$ cat src/rtl/tspr_pkg.sv
package tspr_pkg;

    localparam int unsigned FirePulseLen = 100;
    localparam int unsigned TargetNum = 30000000;
    localparam int unsigned OnThreshold = 10;

    localparam int ErrW = 27;
    localparam int YW = 48;
    localparam int CoefW = 18;
    localparam int ProdW = ErrW + CoefW;
    localparam int AccW = YW + 3;
    localparam int QW = 25;
    localparam int DivW = 25;
    localparam int AddrW = 5;

    typedef enum logic [1:0] {
        OP_HALL    = 2'd0,
        OP_TIMEOUT = 2'd1,
        OP_UPDATE  = 2'd2,
        OP_ZERO    = 2'd3
    } op_t;

    localparam logic [2:0] REG_KP      = 3'd0;
    localparam logic [2:0] REG_KI      = 3'd1;
    localparam logic [2:0] REG_KD      = 3'd2;
    localparam logic [2:0] REG_DMAX    = 3'd3;
    localparam logic [2:0] REG_DMIN    = 3'd4;
    localparam logic [2:0] REG_TIMEOUT = 3'd5;
    localparam logic [2:0] REG_HALFW   = 3'd6;
    localparam logic [2:0] REG_OFFSET  = 3'd7;

    typedef enum logic [1:0] {
        MSEL_E0 = 2'd0,
        MSEL_E1 = 2'd1,
        MSEL_E2 = 2'd2
    } msel_t;

    typedef struct packed {
        logic       load;
        logic       div_step;
        logic       mul_step;
        msel_t      msel;
        logic       finish;
    } tspr_cmd_t;

    typedef struct packed {
        logic div_last;
    } tspr_sts_t;

endpackage

$ cat src/rtl/tspr_datapath.sv
module tspr_datapath
    import tspr_pkg::*;
(
    input  logic        aclk,
    input  logic        aresetn,
    input  tspr_cmd_t   cmd,
    output tspr_sts_t   sts,
    input  logic [1:0]  op,
    input  logic [15:0] hall_period,
    input  logic [11:0] speed_setpoint,
    input  logic        setpoint_valid,
    input  logic        half_wave_positive,
    input  logic [15:0] gain_prop,
    input  logic [15:0] gain_integ,
    input  logic [15:0] gain_deriv,
    input  logic [15:0] drive_max,
    input  logic [15:0] drive_min,
    input  logic [15:0] hall_timeout,
    input  logic [15:0] half_wave_len,
    input  logic [15:0] second_wave_offset,
    output logic        fire,
    output logic [15:0] compare_value,
    output logic [15:0] reload_value,
    output logic        motor_enabled,
    output logic [15:0] drive_level
);

    logic [1:0]             op_reg;
    logic                   pos_reg;
    logic [11:0]            sp_reg;
    logic [12:0]            divisor_reg;
    logic [QW-1:0]          quo_reg;
    logic [12:0]            rem_reg;
    logic [AddrW-1:0]       cnt_reg;
    logic signed [AccW-1:0] acc_reg;
    logic [15:0]            period_reg;
    logic signed [ErrW-1:0] err1_reg;
    logic signed [ErrW-1:0] err2_reg;
    logic signed [YW-1:0]   yprev_reg;
    logic [15:0]            drive_reg;
    logic                   on_reg;

    localparam logic [DivW-1:0] Num = DivW'(TargetNum);

    logic [13:0]            rem_sh;
    logic [13:0]            rem_sub;
    logic signed [ErrW-1:0] err_cur;
    logic signed [17:0]     kp;
    logic signed [17:0]     ki;
    logic signed [17:0]     kd;
    logic signed [CoefW-1:0] coef;
    logic signed [ErrW-1:0] mop;
    logic signed [ProdW-1:0] prod;
    logic signed [AccW-1:0] ysat;
    logic signed [AccW-1:0] hi;
    logic signed [AccW-1:0] lo;
    logic [15:0]            base;

    assign rem_sh  = {rem_reg, Num[AddrW'(DivW - 1) - cnt_reg]};
    assign rem_sub = rem_sh - {1'b0, divisor_reg};
    assign err_cur = $signed({11'd0, period_reg}) - $signed({2'b00, quo_reg});

    assign kp = 18'(signed'(gain_prop));
    assign ki = 18'(signed'(gain_integ));
    assign kd = 18'(signed'(gain_deriv));

    always_comb begin
        unique case (cmd.msel)
            MSEL_E0: begin coef = kp + ki + kd; mop = err_cur;  end
            MSEL_E1: begin coef = -kp - (kd <<< 1); mop = err1_reg; end
            default: begin coef = kd; mop = err2_reg; end
        endcase
    end
    assign prod = ProdW'(coef) * ProdW'(mop);

    localparam logic signed [AccW-1:0] YMax = AccW'({1'b0, {(YW-1){1'b1}}});
    localparam logic signed [AccW-1:0] YMin = -YMax - AccW'(1);

    always_comb begin
        priority if (acc_reg > YMax) ysat = YMax;
        else if (acc_reg < YMin) ysat = YMin;
        else ysat = acc_reg;
    end
    assign hi = $signed({27'd0, drive_max, 8'd0});
    assign lo = $signed({27'd0, drive_min, 8'd0});
    assign base = half_wave_len - drive_reg;
    assign sts.div_last = (cnt_reg == AddrW'(DivW - 1));

    always_ff @(posedge aclk) begin
        if (!aresetn) begin
            period_reg <= '0;
            err1_reg   <= '0;
            err2_reg   <= '0;
            yprev_reg  <= '0;
            drive_reg  <= '0;
            on_reg     <= 1'b0;
            cnt_reg    <= '0;
        end else begin
            if (cmd.load) begin
                op_reg      <= op;
                pos_reg     <= half_wave_positive;
                sp_reg      <= setpoint_valid ? speed_setpoint : 12'd0;
                divisor_reg <= (setpoint_valid ? {1'b0, speed_setpoint} : 13'd0) + 13'd1;
                rem_reg     <= '0;
                quo_reg     <= '0;
                cnt_reg     <= '0;
                if (op == OP_HALL) period_reg <= hall_period;
                if (op == OP_TIMEOUT) period_reg <= hall_timeout;
            end
            if (cmd.div_step) begin
                cnt_reg <= cnt_reg + AddrW'(1);
                if (!rem_sub[13]) begin
                    rem_reg <= rem_sub[12:0];
                    quo_reg <= {quo_reg[QW-2:0], 1'b1};
                end else begin
                    rem_reg <= rem_sh[12:0];
                    quo_reg <= {quo_reg[QW-2:0], 1'b0};
                end
                acc_reg <= AccW'(yprev_reg);
            end
            if (cmd.mul_step) acc_reg <= acc_reg + AccW'(prod);
            if (cmd.finish) begin
                on_reg   <= (sp_reg > 12'(OnThreshold)) && !err_cur[ErrW-1];
                err2_reg <= err1_reg;
                err1_reg <= err_cur;
                priority if (ysat > hi) begin
                    drive_reg <= drive_max;
                    yprev_reg <= YW'(hi);
                end else if (ysat < lo) begin
                    drive_reg <= drive_min;
                    yprev_reg <= YW'(lo);
                end else begin
                    drive_reg <= ysat[23:8];
                    yprev_reg <= YW'(ysat);
                end
            end
        end
    end

    always_comb begin
        fire = 1'b0;
        compare_value = '0;
        reload_value = '0;
        if (op_reg == OP_ZERO && on_reg) begin
            fire = 1'b1;
            if (pos_reg) begin
                compare_value = base - 16'(FirePulseLen);
                reload_value  = base;
            end else begin
                compare_value = base - second_wave_offset - 16'(FirePulseLen);
                reload_value  = half_wave_len - drive_min - second_wave_offset;
            end
        end
    end
    assign motor_enabled = on_reg;
    assign drive_level   = drive_reg;

endmodule

$ cat src/rtl/tspr_ctrl.sv
module tspr_ctrl
    import tspr_pkg::*;
(
    input  logic        aclk,
    input  logic        aresetn,
    input  logic        s_valid,
    output logic        s_ready,
    input  logic [1:0]  s_operation,
    output logic        m_valid,
    input  logic        m_ready,
    input  tspr_sts_t   sts,
    output tspr_cmd_t   cmd
);

    typedef enum logic [2:0] {
        ST_IDLE, ST_DIV, ST_M0, ST_M1, ST_M2, ST_FIN, ST_OUT
    } state_t;

    state_t state_reg;

    assign s_ready = (state_reg == ST_IDLE);
    assign m_valid = (state_reg == ST_OUT);

    always_comb begin
        cmd = '0;
        cmd.load = s_valid && s_ready;
        cmd.div_step = (state_reg == ST_DIV);
        cmd.mul_step = (state_reg == ST_M0) || (state_reg == ST_M1) || (state_reg == ST_M2);
        unique case (state_reg)
            ST_M1:   cmd.msel = MSEL_E1;
            ST_M2:   cmd.msel = MSEL_E2;
            default: cmd.msel = MSEL_E0;
        endcase
        cmd.finish = (state_reg == ST_FIN);
    end

    always_ff @(posedge aclk) begin
        if (!aresetn) begin
            state_reg <= ST_IDLE;
        end else begin
            unique case (state_reg)
                ST_IDLE: if (s_valid) state_reg <= (s_operation == OP_UPDATE) ? ST_DIV : ST_OUT;
                ST_DIV:  if (sts.div_last) state_reg <= ST_M0;
                ST_M0:   state_reg <= ST_M1;
                ST_M1:   state_reg <= ST_M2;
                ST_M2:   state_reg <= ST_FIN;
                ST_FIN:  state_reg <= ST_OUT;
                ST_OUT:  if (m_ready) state_reg <= ST_IDLE;
                default: state_reg <= ST_IDLE;
            endcase
        end
    end

endmodule

$ cat src/rtl/triac_speed_pid_regulator.sv
// channel | handshake          | payload
// s_      | s_valid / s_ready  | operation, hall_period, speed_setpoint, setpoint_valid,
//         |                    | half_wave_positive
// m_      | m_valid / m_ready  | fire, compare_value, reload_value, motor_enabled, drive_level
// Hall, timeout and zero-cross words go straight from acceptance to the output register;
// an update runs acceptance, the restoring divider (one quotient bit a cycle), the
// shared multiplier, the clamp and then the output register.
// Reset restores register defaults and clears state.
// A word waits in the output register until m_ready; no input is taken meanwhile.
module triac_speed_pid_regulator
    import tspr_pkg::*;
(
    input  logic        aclk,
    input  logic        aresetn,
    input  logic        psel,
    input  logic        penable,
    input  logic        pwrite,
    input  logic [4:0]  paddr,
    input  logic [31:0] pwdata,
    output logic [31:0] prdata,
    output logic        pready,
    input  logic        s_valid,
    output logic        s_ready,
    input  logic [1:0]  s_operation,
    input  logic [15:0] s_hall_period,
    input  logic [11:0] s_speed_setpoint,
    input  logic        s_setpoint_valid,
    input  logic        s_half_wave_positive,
    output logic        m_valid,
    input  logic        m_ready,
    output logic        m_fire,
    output logic [15:0] m_compare_value,
    output logic [15:0] m_reload_value,
    output logic        m_motor_enabled,
    output logic [15:0] m_drive_level
);

    logic [15:0] regs_reg [8];
    tspr_cmd_t   cmd;
    tspr_sts_t   sts;
    logic [2:0]  ridx;

    assign pready = 1'b1;
    assign ridx = paddr[4:2];
    assign prdata = {16'd0, regs_reg[ridx]};

    always_ff @(posedge aclk) begin
        if (!aresetn) begin
            regs_reg[REG_KP]      <= 16'd179;
            regs_reg[REG_KI]      <= 16'd0;
            regs_reg[REG_KD]      <= 16'd0;
            regs_reg[REG_DMAX]    <= 16'd5000;
            regs_reg[REG_DMIN]    <= 16'd0;
            regs_reg[REG_TIMEOUT] <= 16'd60000;
            regs_reg[REG_HALFW]   <= 16'd10000;
            regs_reg[REG_OFFSET]  <= 16'd0;
        end else if (psel && penable && pwrite) begin
            regs_reg[ridx] <= pwdata[15:0];
        end
    end

    tspr_ctrl u_ctrl (
        .aclk(aclk), .aresetn(aresetn),
        .s_valid(s_valid), .s_ready(s_ready), .s_operation(s_operation),
        .m_valid(m_valid), .m_ready(m_ready), .sts(sts), .cmd(cmd)
    );

    tspr_datapath u_dp (
        .aclk(aclk), .aresetn(aresetn), .cmd(cmd), .sts(sts),
        .op(s_operation), .hall_period(s_hall_period),
        .speed_setpoint(s_speed_setpoint), .setpoint_valid(s_setpoint_valid),
        .half_wave_positive(s_half_wave_positive),
        .gain_prop(regs_reg[REG_KP]), .gain_integ(regs_reg[REG_KI]),
        .gain_deriv(regs_reg[REG_KD]), .drive_max(regs_reg[REG_DMAX]),
        .drive_min(regs_reg[REG_DMIN]), .hall_timeout(regs_reg[REG_TIMEOUT]),
        .half_wave_len(regs_reg[REG_HALFW]), .second_wave_offset(regs_reg[REG_OFFSET]),
        .fire(m_fire), .compare_value(m_compare_value), .reload_value(m_reload_value),
        .motor_enabled(m_motor_enabled), .drive_level(m_drive_level)
    );

endmodule

$ cat config.mk
export PLATFORM = sky130hd
export DESIGN_NAME = triac_speed_pid_regulator
export DESIGN_NICKNAME = d
export VERILOG_FILES = /design/src/rtl/tspr_pkg.sv /design/src/rtl/tspr_datapath.sv /design/src/rtl/tspr_ctrl.sv /design/src/rtl/triac_speed_pid_regulator.sv
export SDC_FILE = /design/constraint.sdc
export NUM_CORES = 2
export LEC_CHECK = 0
export ABC_AREA = 0
export BUFFER_PORTS_ARGS = -buffer_cell sky130_fd_sc_hd__buf_2
export CORE_ASPECT_RATIO = 0.75
export CORE_MARGIN = 3
export CORE_UTILIZATION = 56
export CTS_BUF_LIST = sky130_fd_sc_hd__clkbuf_4 sky130_fd_sc_hd__clkbuf_8
export DETAILED_ROUTE_END_ITERATION = 7
export PLACE_DENSITY_LB_ADDON = 0.2
export SETUP_SLACK_MARGIN = 0.05
export SLEW_MARGIN = 20
export SYNTH_ARGS = -nofsm -noshare
export SYNTH_HDL_FRONTEND = slang
export SYNTH_HIERARCHICAL = 1
export SYNTH_SLANG_ARGS = --single-unit
$ cat constraint.sdc
create_clock -name aclk -period 20.9 [get_ports aclk]
set_input_delay 1.045 -clock aclk [delete_from_list [all_inputs] [get_ports aclk]]
set_output_delay 1.045 -clock aclk [all_outputs]
set_load 0.01 [all_outputs]
Word-level counts from Yosys, hierarchy flattened
Memory sizes are Yosys's and may differ from the RTL's. Cells that the tools add are included.

Register bits after elaboration: 260. Bits in latches: 0. Bits in writable memories: 128. Memory bits (read-only): 32. Input port bits: 76. Output and inout bits: 85. Logic and storage cells: 114. Memories: 2.

$add $sub $neg: 16. Multipliers: 1. Div/mod/pow operators: 0. $lt $le $gt $ge: 6. Eq/ne operators: 14. Shifts and indexed selects: 0. Muxes and demuxes: 40. Bitwise logic cells: 0. Reduce and logical (&&, ||, !) cells: 20.

Memories: regs_reg (words 8, bits a word 16, rd ports 9, clocked after Yosys merged registers in 0, write ports 8, line triac_speed_pid_regulator.sv:38) `logic [15:0] regs_reg [8];`; (name not given) (words 32, bits a word 1, rd ports 1, clocked after Yosys merged registers in 0, write ports 0, line tspr_datapath.sv:59) `assign rem_sh = {rem_reg, Num[AddrW'(DivW - 1) - cnt_reg]};`.

Operators by type and width (count): 2-to-1 mux 51 bit (4); 2-to-1 mux 16 bit (9); 2-to-1 mux 48 bit (2); subtractor 16 bit (4); case mux 27 bit (2 select lines) (1); adder 51 x 45 -> 51 bit (1); greater-than comparator 51 x 25 -> 1 bit (1); greater-than comparator 51 x 48 -> 1 bit, second input constant (1); < comparator 51 x 25 -> 1 bit (1); < comparator 51 x 48 -> 1 bit, second input constant (1); 2-to-1 mux 25 bit (2); multiplier 18 x 27 -> 45 bit (1); 2-to-1 mux 13 bit (3); case mux 18 bit (2 select lines) (1); subtractor 16 x 7 -> 16 bit, second input constant (2); subtractor 16 x 25 -> 26 bit (1); case mux 3 bit (7 select lines) (1); adder 17 x 16 -> 18 bit (1); negation 16 -> 18 bit (1); subtractor 18 x 17 -> 18 bit (1); adder 16 x 16 -> 17 bit (1); OR reduction 16 bit (1); 2-to-1 mux 3 bit (5); subtractor 14 x 13 -> 14 bit (1); other kinds (25) (50).

Depth between registers and ports, before layout
Word-level depth: 7. Mapped depth: 41. Mapped depth without buffers: 40.

Cells and area by module
The synthesis kept the hierarchy.

By module, submodules not included: tspr_datapath (times used 1, cells an instance 4085, area each 37294.5 um^2, sequential area each 5955.7 um^2); triac_speed_pid_regulator (times used 1, cells an instance 369, area each 6032.0 um^2, sequential area each 3843.7 um^2); tspr_ctrl (times used 1, cells an instance 34, area each 267.8 um^2, sequential area each 60.1 um^2).

Worst setup path after synthesis
Ideal clock, no wire load.

Path kind: register to register. From: memory regs_reg[2][1]. To: register u_dp.acc_reg[44], data pin. Setup time: 0.260 ns. Arrival time: 9.514 ns. Required time: 20.640 ns. Setup slack: 11.126 ns. Stages on the path, launching flop included: 41. Path buffers: 1. Clock period less this slack: 9.774 ns. Path through: edfxtp_1 -> inv_1 -> fa_1 -> inv_1 -> ha_1 -> inv_1 -> fa_1 -> nor2b_1 -> o21ai_0 -> a21boi_0 -> o21ai_1 -> a211oi_1 -> o21a_1 -> nor3_1 -> o31ai_1 -> a21boi_1 -> clkbuf_1 -> nand2_1 -> [... 5 more ...] -> inv_1 -> fa_1 -> fa_1 -> fa_1 -> inv_1 -> fa_1 -> inv_1 -> ha_1 -> a21oi_1 -> o21ai_0 -> o211ai_1 -> o21ai_1 -> a2111oi_2 -> o21ai_1 -> a221o_1 -> a211oi_2 -> xnor2_1 -> mux2_2.

RTL lines: start, declared (line triac_speed_pid_regulator.sv:38); end signal, assigned (line tspr_datapath.sv:119) `acc_reg <= AccW'(yprev_reg);`; end signal, assigned (line tspr_datapath.sv:121) `if (cmd.mul_step) acc_reg <= acc_reg + AccW'(prod);`; end, declared (line tspr_datapath.sv:35) `logic signed [AccW-1:0] acc_reg;`.

==> flow_metrics.py <==
metrics = {
    "route": {
        "vias": 32200,
        "drt-initial-drc-count": 3027,
        "ant_nets": 0,
        "dr.pass1.iters": 5,
        "route.detailed.drc": 0,
        "viasPerCell": 5.76,
        "post_drt_wl_per_cell_um": 20.6,
        "wirelength_um": 115000,
    },
    "global_routing": {
        "met3_usage_pct": 7.99,
        "antenna_found_initial": 1,
        "grt_remaining_overflow": 0,
        "grt_pass1_vias": 31400,
        "busiest_layer": "met1",
        "grt_start_max_net_pins": 81,
        "met1_usage_pct": 45.3,
        "track_usage_pct": 29.1,
        "grt_pass1_wl_um": 182000,
        "grt.met2_usage_pct": 39.6,
    },
    "clock_tree": {
        "cts_made_buffers": 60,
        "post_cts_buffers": 0,
        "cts_buffer_depth": 3,
        "clock_sinks": 370,
        "clk_pin_slew_ns": 0.07,
        "insertion_delay_ns": 0.70,
        "cts_tree": "yes",
        "cts_root_buffer": "clkbuf_8",
        "htreeDepth": 2,
        "postCtsHoldBufs": 0,
        "ctsResizeCount": 0,
    },
    "sta": {
        "tns_ns": 0,
        "final_hold_viol_count": 0,
        "fmax_mhz": 84.4,
        "setup_viol_count_final": 0,
        "slew_headroom_pct": 18.5,
        "finClkSkew_ns": 0.0451,
        "fin_crit_sh_pct": 56.7,
        "worstMarginPinSlew_ns": 1.19,
        "drv_slew": 0,
        "fin_ws_ns": 9.06,
        "grt_setup_unrepaired": "no",
        "fin_crit_ns": 11.84,
    },
    "layout": {
        "fill_cells": 6393,
        "largest_register_ffs": 128,
        "area_delta_synth_final_pct": 6.54,
        "nets": 5486,
        "drive_gt1_share_pct": 9.05,
    },
    "outcome": {
        "status": "finished, final reports clean",
    },
    "floorplan": {
        "start_util_pct": 57.3,
        "io_pins": 161,
        "dieArea_mm2": 0.0813,
        "dieWidth_um": 328,
        "rows": 87,
        "die_h_um": 248,
        "core_mm2": 0.0761,
    },
    "min_path": {
        "hold_class": "reg -> reg",
    },
    "place": {
        "pre_cts_ws_ns": 9.43,
        "globalplace.congestion": 0.995,
        "dp_hpwl_um": 90200,
        "io_buffers": 125,
    },
    "critical_path": {
        "criticalPathCategory": "reg -> reg",
        "required_ns": 21.33,
        "arrival_ns": 12.28,
        "critPathBufInv": 5,
        "critPathMaxFanout": 26,
        "cp_top_family": "compound AO/OA/AOI/OAI gates",
        "critPathSlowestCell": "a21oi_4",
        "cp-start-kind": "register",
        "worst_path_largest_cell_delay_ns": 0.82,
        "endpoint_kind": "register",
        "worst_path_most_repeated_cell": "fa_1",
    },
    "logic_synthesis": {
        "ys_seq_area_share_pct": 22.6,
        "synth_cells": 4488,
        "async_flop_share_pct": 0,
        "synth.avg_cell_area_um2": 9.71,
        "ys_warn_count": 6,
        "synth_seq_cells": 370,
        "synth-edff-count": 245,
        "ys_types": 93,
        "netlist_area_mm2": 0.0436,
        "synthFlopType": "edfxtp_1",
    },
    "job": {
        "drv_cap": 0,
    },
}
## final cells by class
class	count	area, um^2	area share, %
Antenna cell	3	7.51	0.0162
Clock buffer	75	957	2.06
Clock inverter	37	357	0.768
Inverter	726	2730	5.87
Multi-Input combinational cell	3196	30300	65.2
Sequential cell	370	9860	21.2
Tap cell	1023	1280	2.76
Timing Repair Buffer	169	982	2.11
## cells in the mapped netlist (14+ instances only)
master	count	area share, %
inv_1	726	6.3
fa_1	570	26
nand2_1	466	4.0
ha_1	317	9.1
and2_1	246	3.5
edfxtp_1	245	17
nor2_1	186	1.6
a21oi_1	161	1.8
clkbuf_1	139	1.2
nor2b_1	128	1.8
dfxtp_1	125	5.7
mux2i_1	105	2.4
o21ai_0	102	1.2
xnor2_1	97	1.9
a21o_1	79	1.4
mux2_2	59	1.5
nor3_1	55	0.63
nand2b_1	49	0.70
xor2_1	45	0.90
nand3_1	44	0.51
buf_4	38	0.65
o21a_1	35	0.60
mux4_2	31	1.6
and3_1	30	0.43
o21ai_1	30	0.34
a211oi_1	27	0.46
o211a_1	25	0.57
o211ai_1	21	0.36
o31ai_1	20	0.34
buf_1	18	0.15
nor4_1	17	0.24
or3_1	15	0.22
a21boi_0	14	0.24
or2b_1	14	0.24
## stage by stage
step	area [um^2]	utilization, %	hold slack, ns	instances
floorplan	43700	-	0.421	4503
global placement	45100	59.2	0.436	5482
detailed placement	45100	59.2	0.441	5482
CTS	46400	61.0	0.459	5594
global route	46400	61.0	0.473	5597
finish	46400	61.0	0.455	5599
## cell families (layout without fill, tap and decap cells)
kind of cell	Yosys count	in the layout	share of synthesized area [%]
and+or+nand+nor	1321	1321	15.4
buffers and inverters	937	1007	8.47
adders and majority gates	887	887	35.3
AOI/OAI and AO/OA	623	623	9.57
DFF	370	370	22.6
muxes	204	204	5.77
xor gates and xnor gates	144	144	2.93
other	2	20	0.0172
## cell usage in the layout (no fill, tap or decap), drive strengths merged, types with 16 or more instances in the layout
master / n
nor4: 19
or3: 16
buf: 169
o21a: 35
a21o: 79
nor2b: 128
nand2: 466
nor2: 186
mux4: 31
ha: 317
and2: 246
dfxtp: 125
a21oi: 161
a211oi: 28
fa: 570
clkinv: 25
clkbuf: 75
xor2: 46
inv: 729
and3: 30
mux2: 68
mux2i: 105
nand3: 44
xnor2: 98
edfxtp: 245
o211a: 26
o21ai: 132
o211ai: 21
a21boi: 17
nand2b: 49
conb: 17
nor3: 57
o31ai: 22
## metal layers
| layer | wire length (um) | part of all wire, % | vias to the layer above |
|---|---|---|---|
| met2 | 45500 | 39 | 1424 |
| met3 | 13500 | 12 | 167 |
| met4 | 2890 | 2.5 | 2 |
| met5 | 39 | 0.034 | - |
| met1 | 53200 | 46 | 16000 |
| li1 | - | - | 14700 |
## path summary, 6_finish.rpt
check	cells after the start	startpoint	endpoint	slack [ns]
worst min register to register	1	u_dp/yprev_reg[28]	u_dp/yprev_reg[28]	0.45
worst max-delay path	35	regs_reg[0][2]	u_dp/acc_reg[50]	9.06
worst max register to register	35	regs_reg[0][2]	u_dp/acc_reg[50]	9.06
worst min-delay path	1	u_dp/yprev_reg[28]	u_dp/yprev_reg[28]	0.45
## worst register-to-register path, delay by kind of cell, from the launching register on
| kind | cells | cell delay [ns] |
|---|---|---|
| compound gates | 16 | 5.54 |
| fa+ha+maj | 10 | 4.70 |
| xor+xnor | 1 | 0.15 |
| simple gates | 3 | 0.43 |
| buf+inv | 5 | 0.32 |
| flops | 1 | 0.46 |
Power is left out: the tool's default activity adds up to more than one toggle a clock period on the data nets, which glitch-free logic cannot reach.
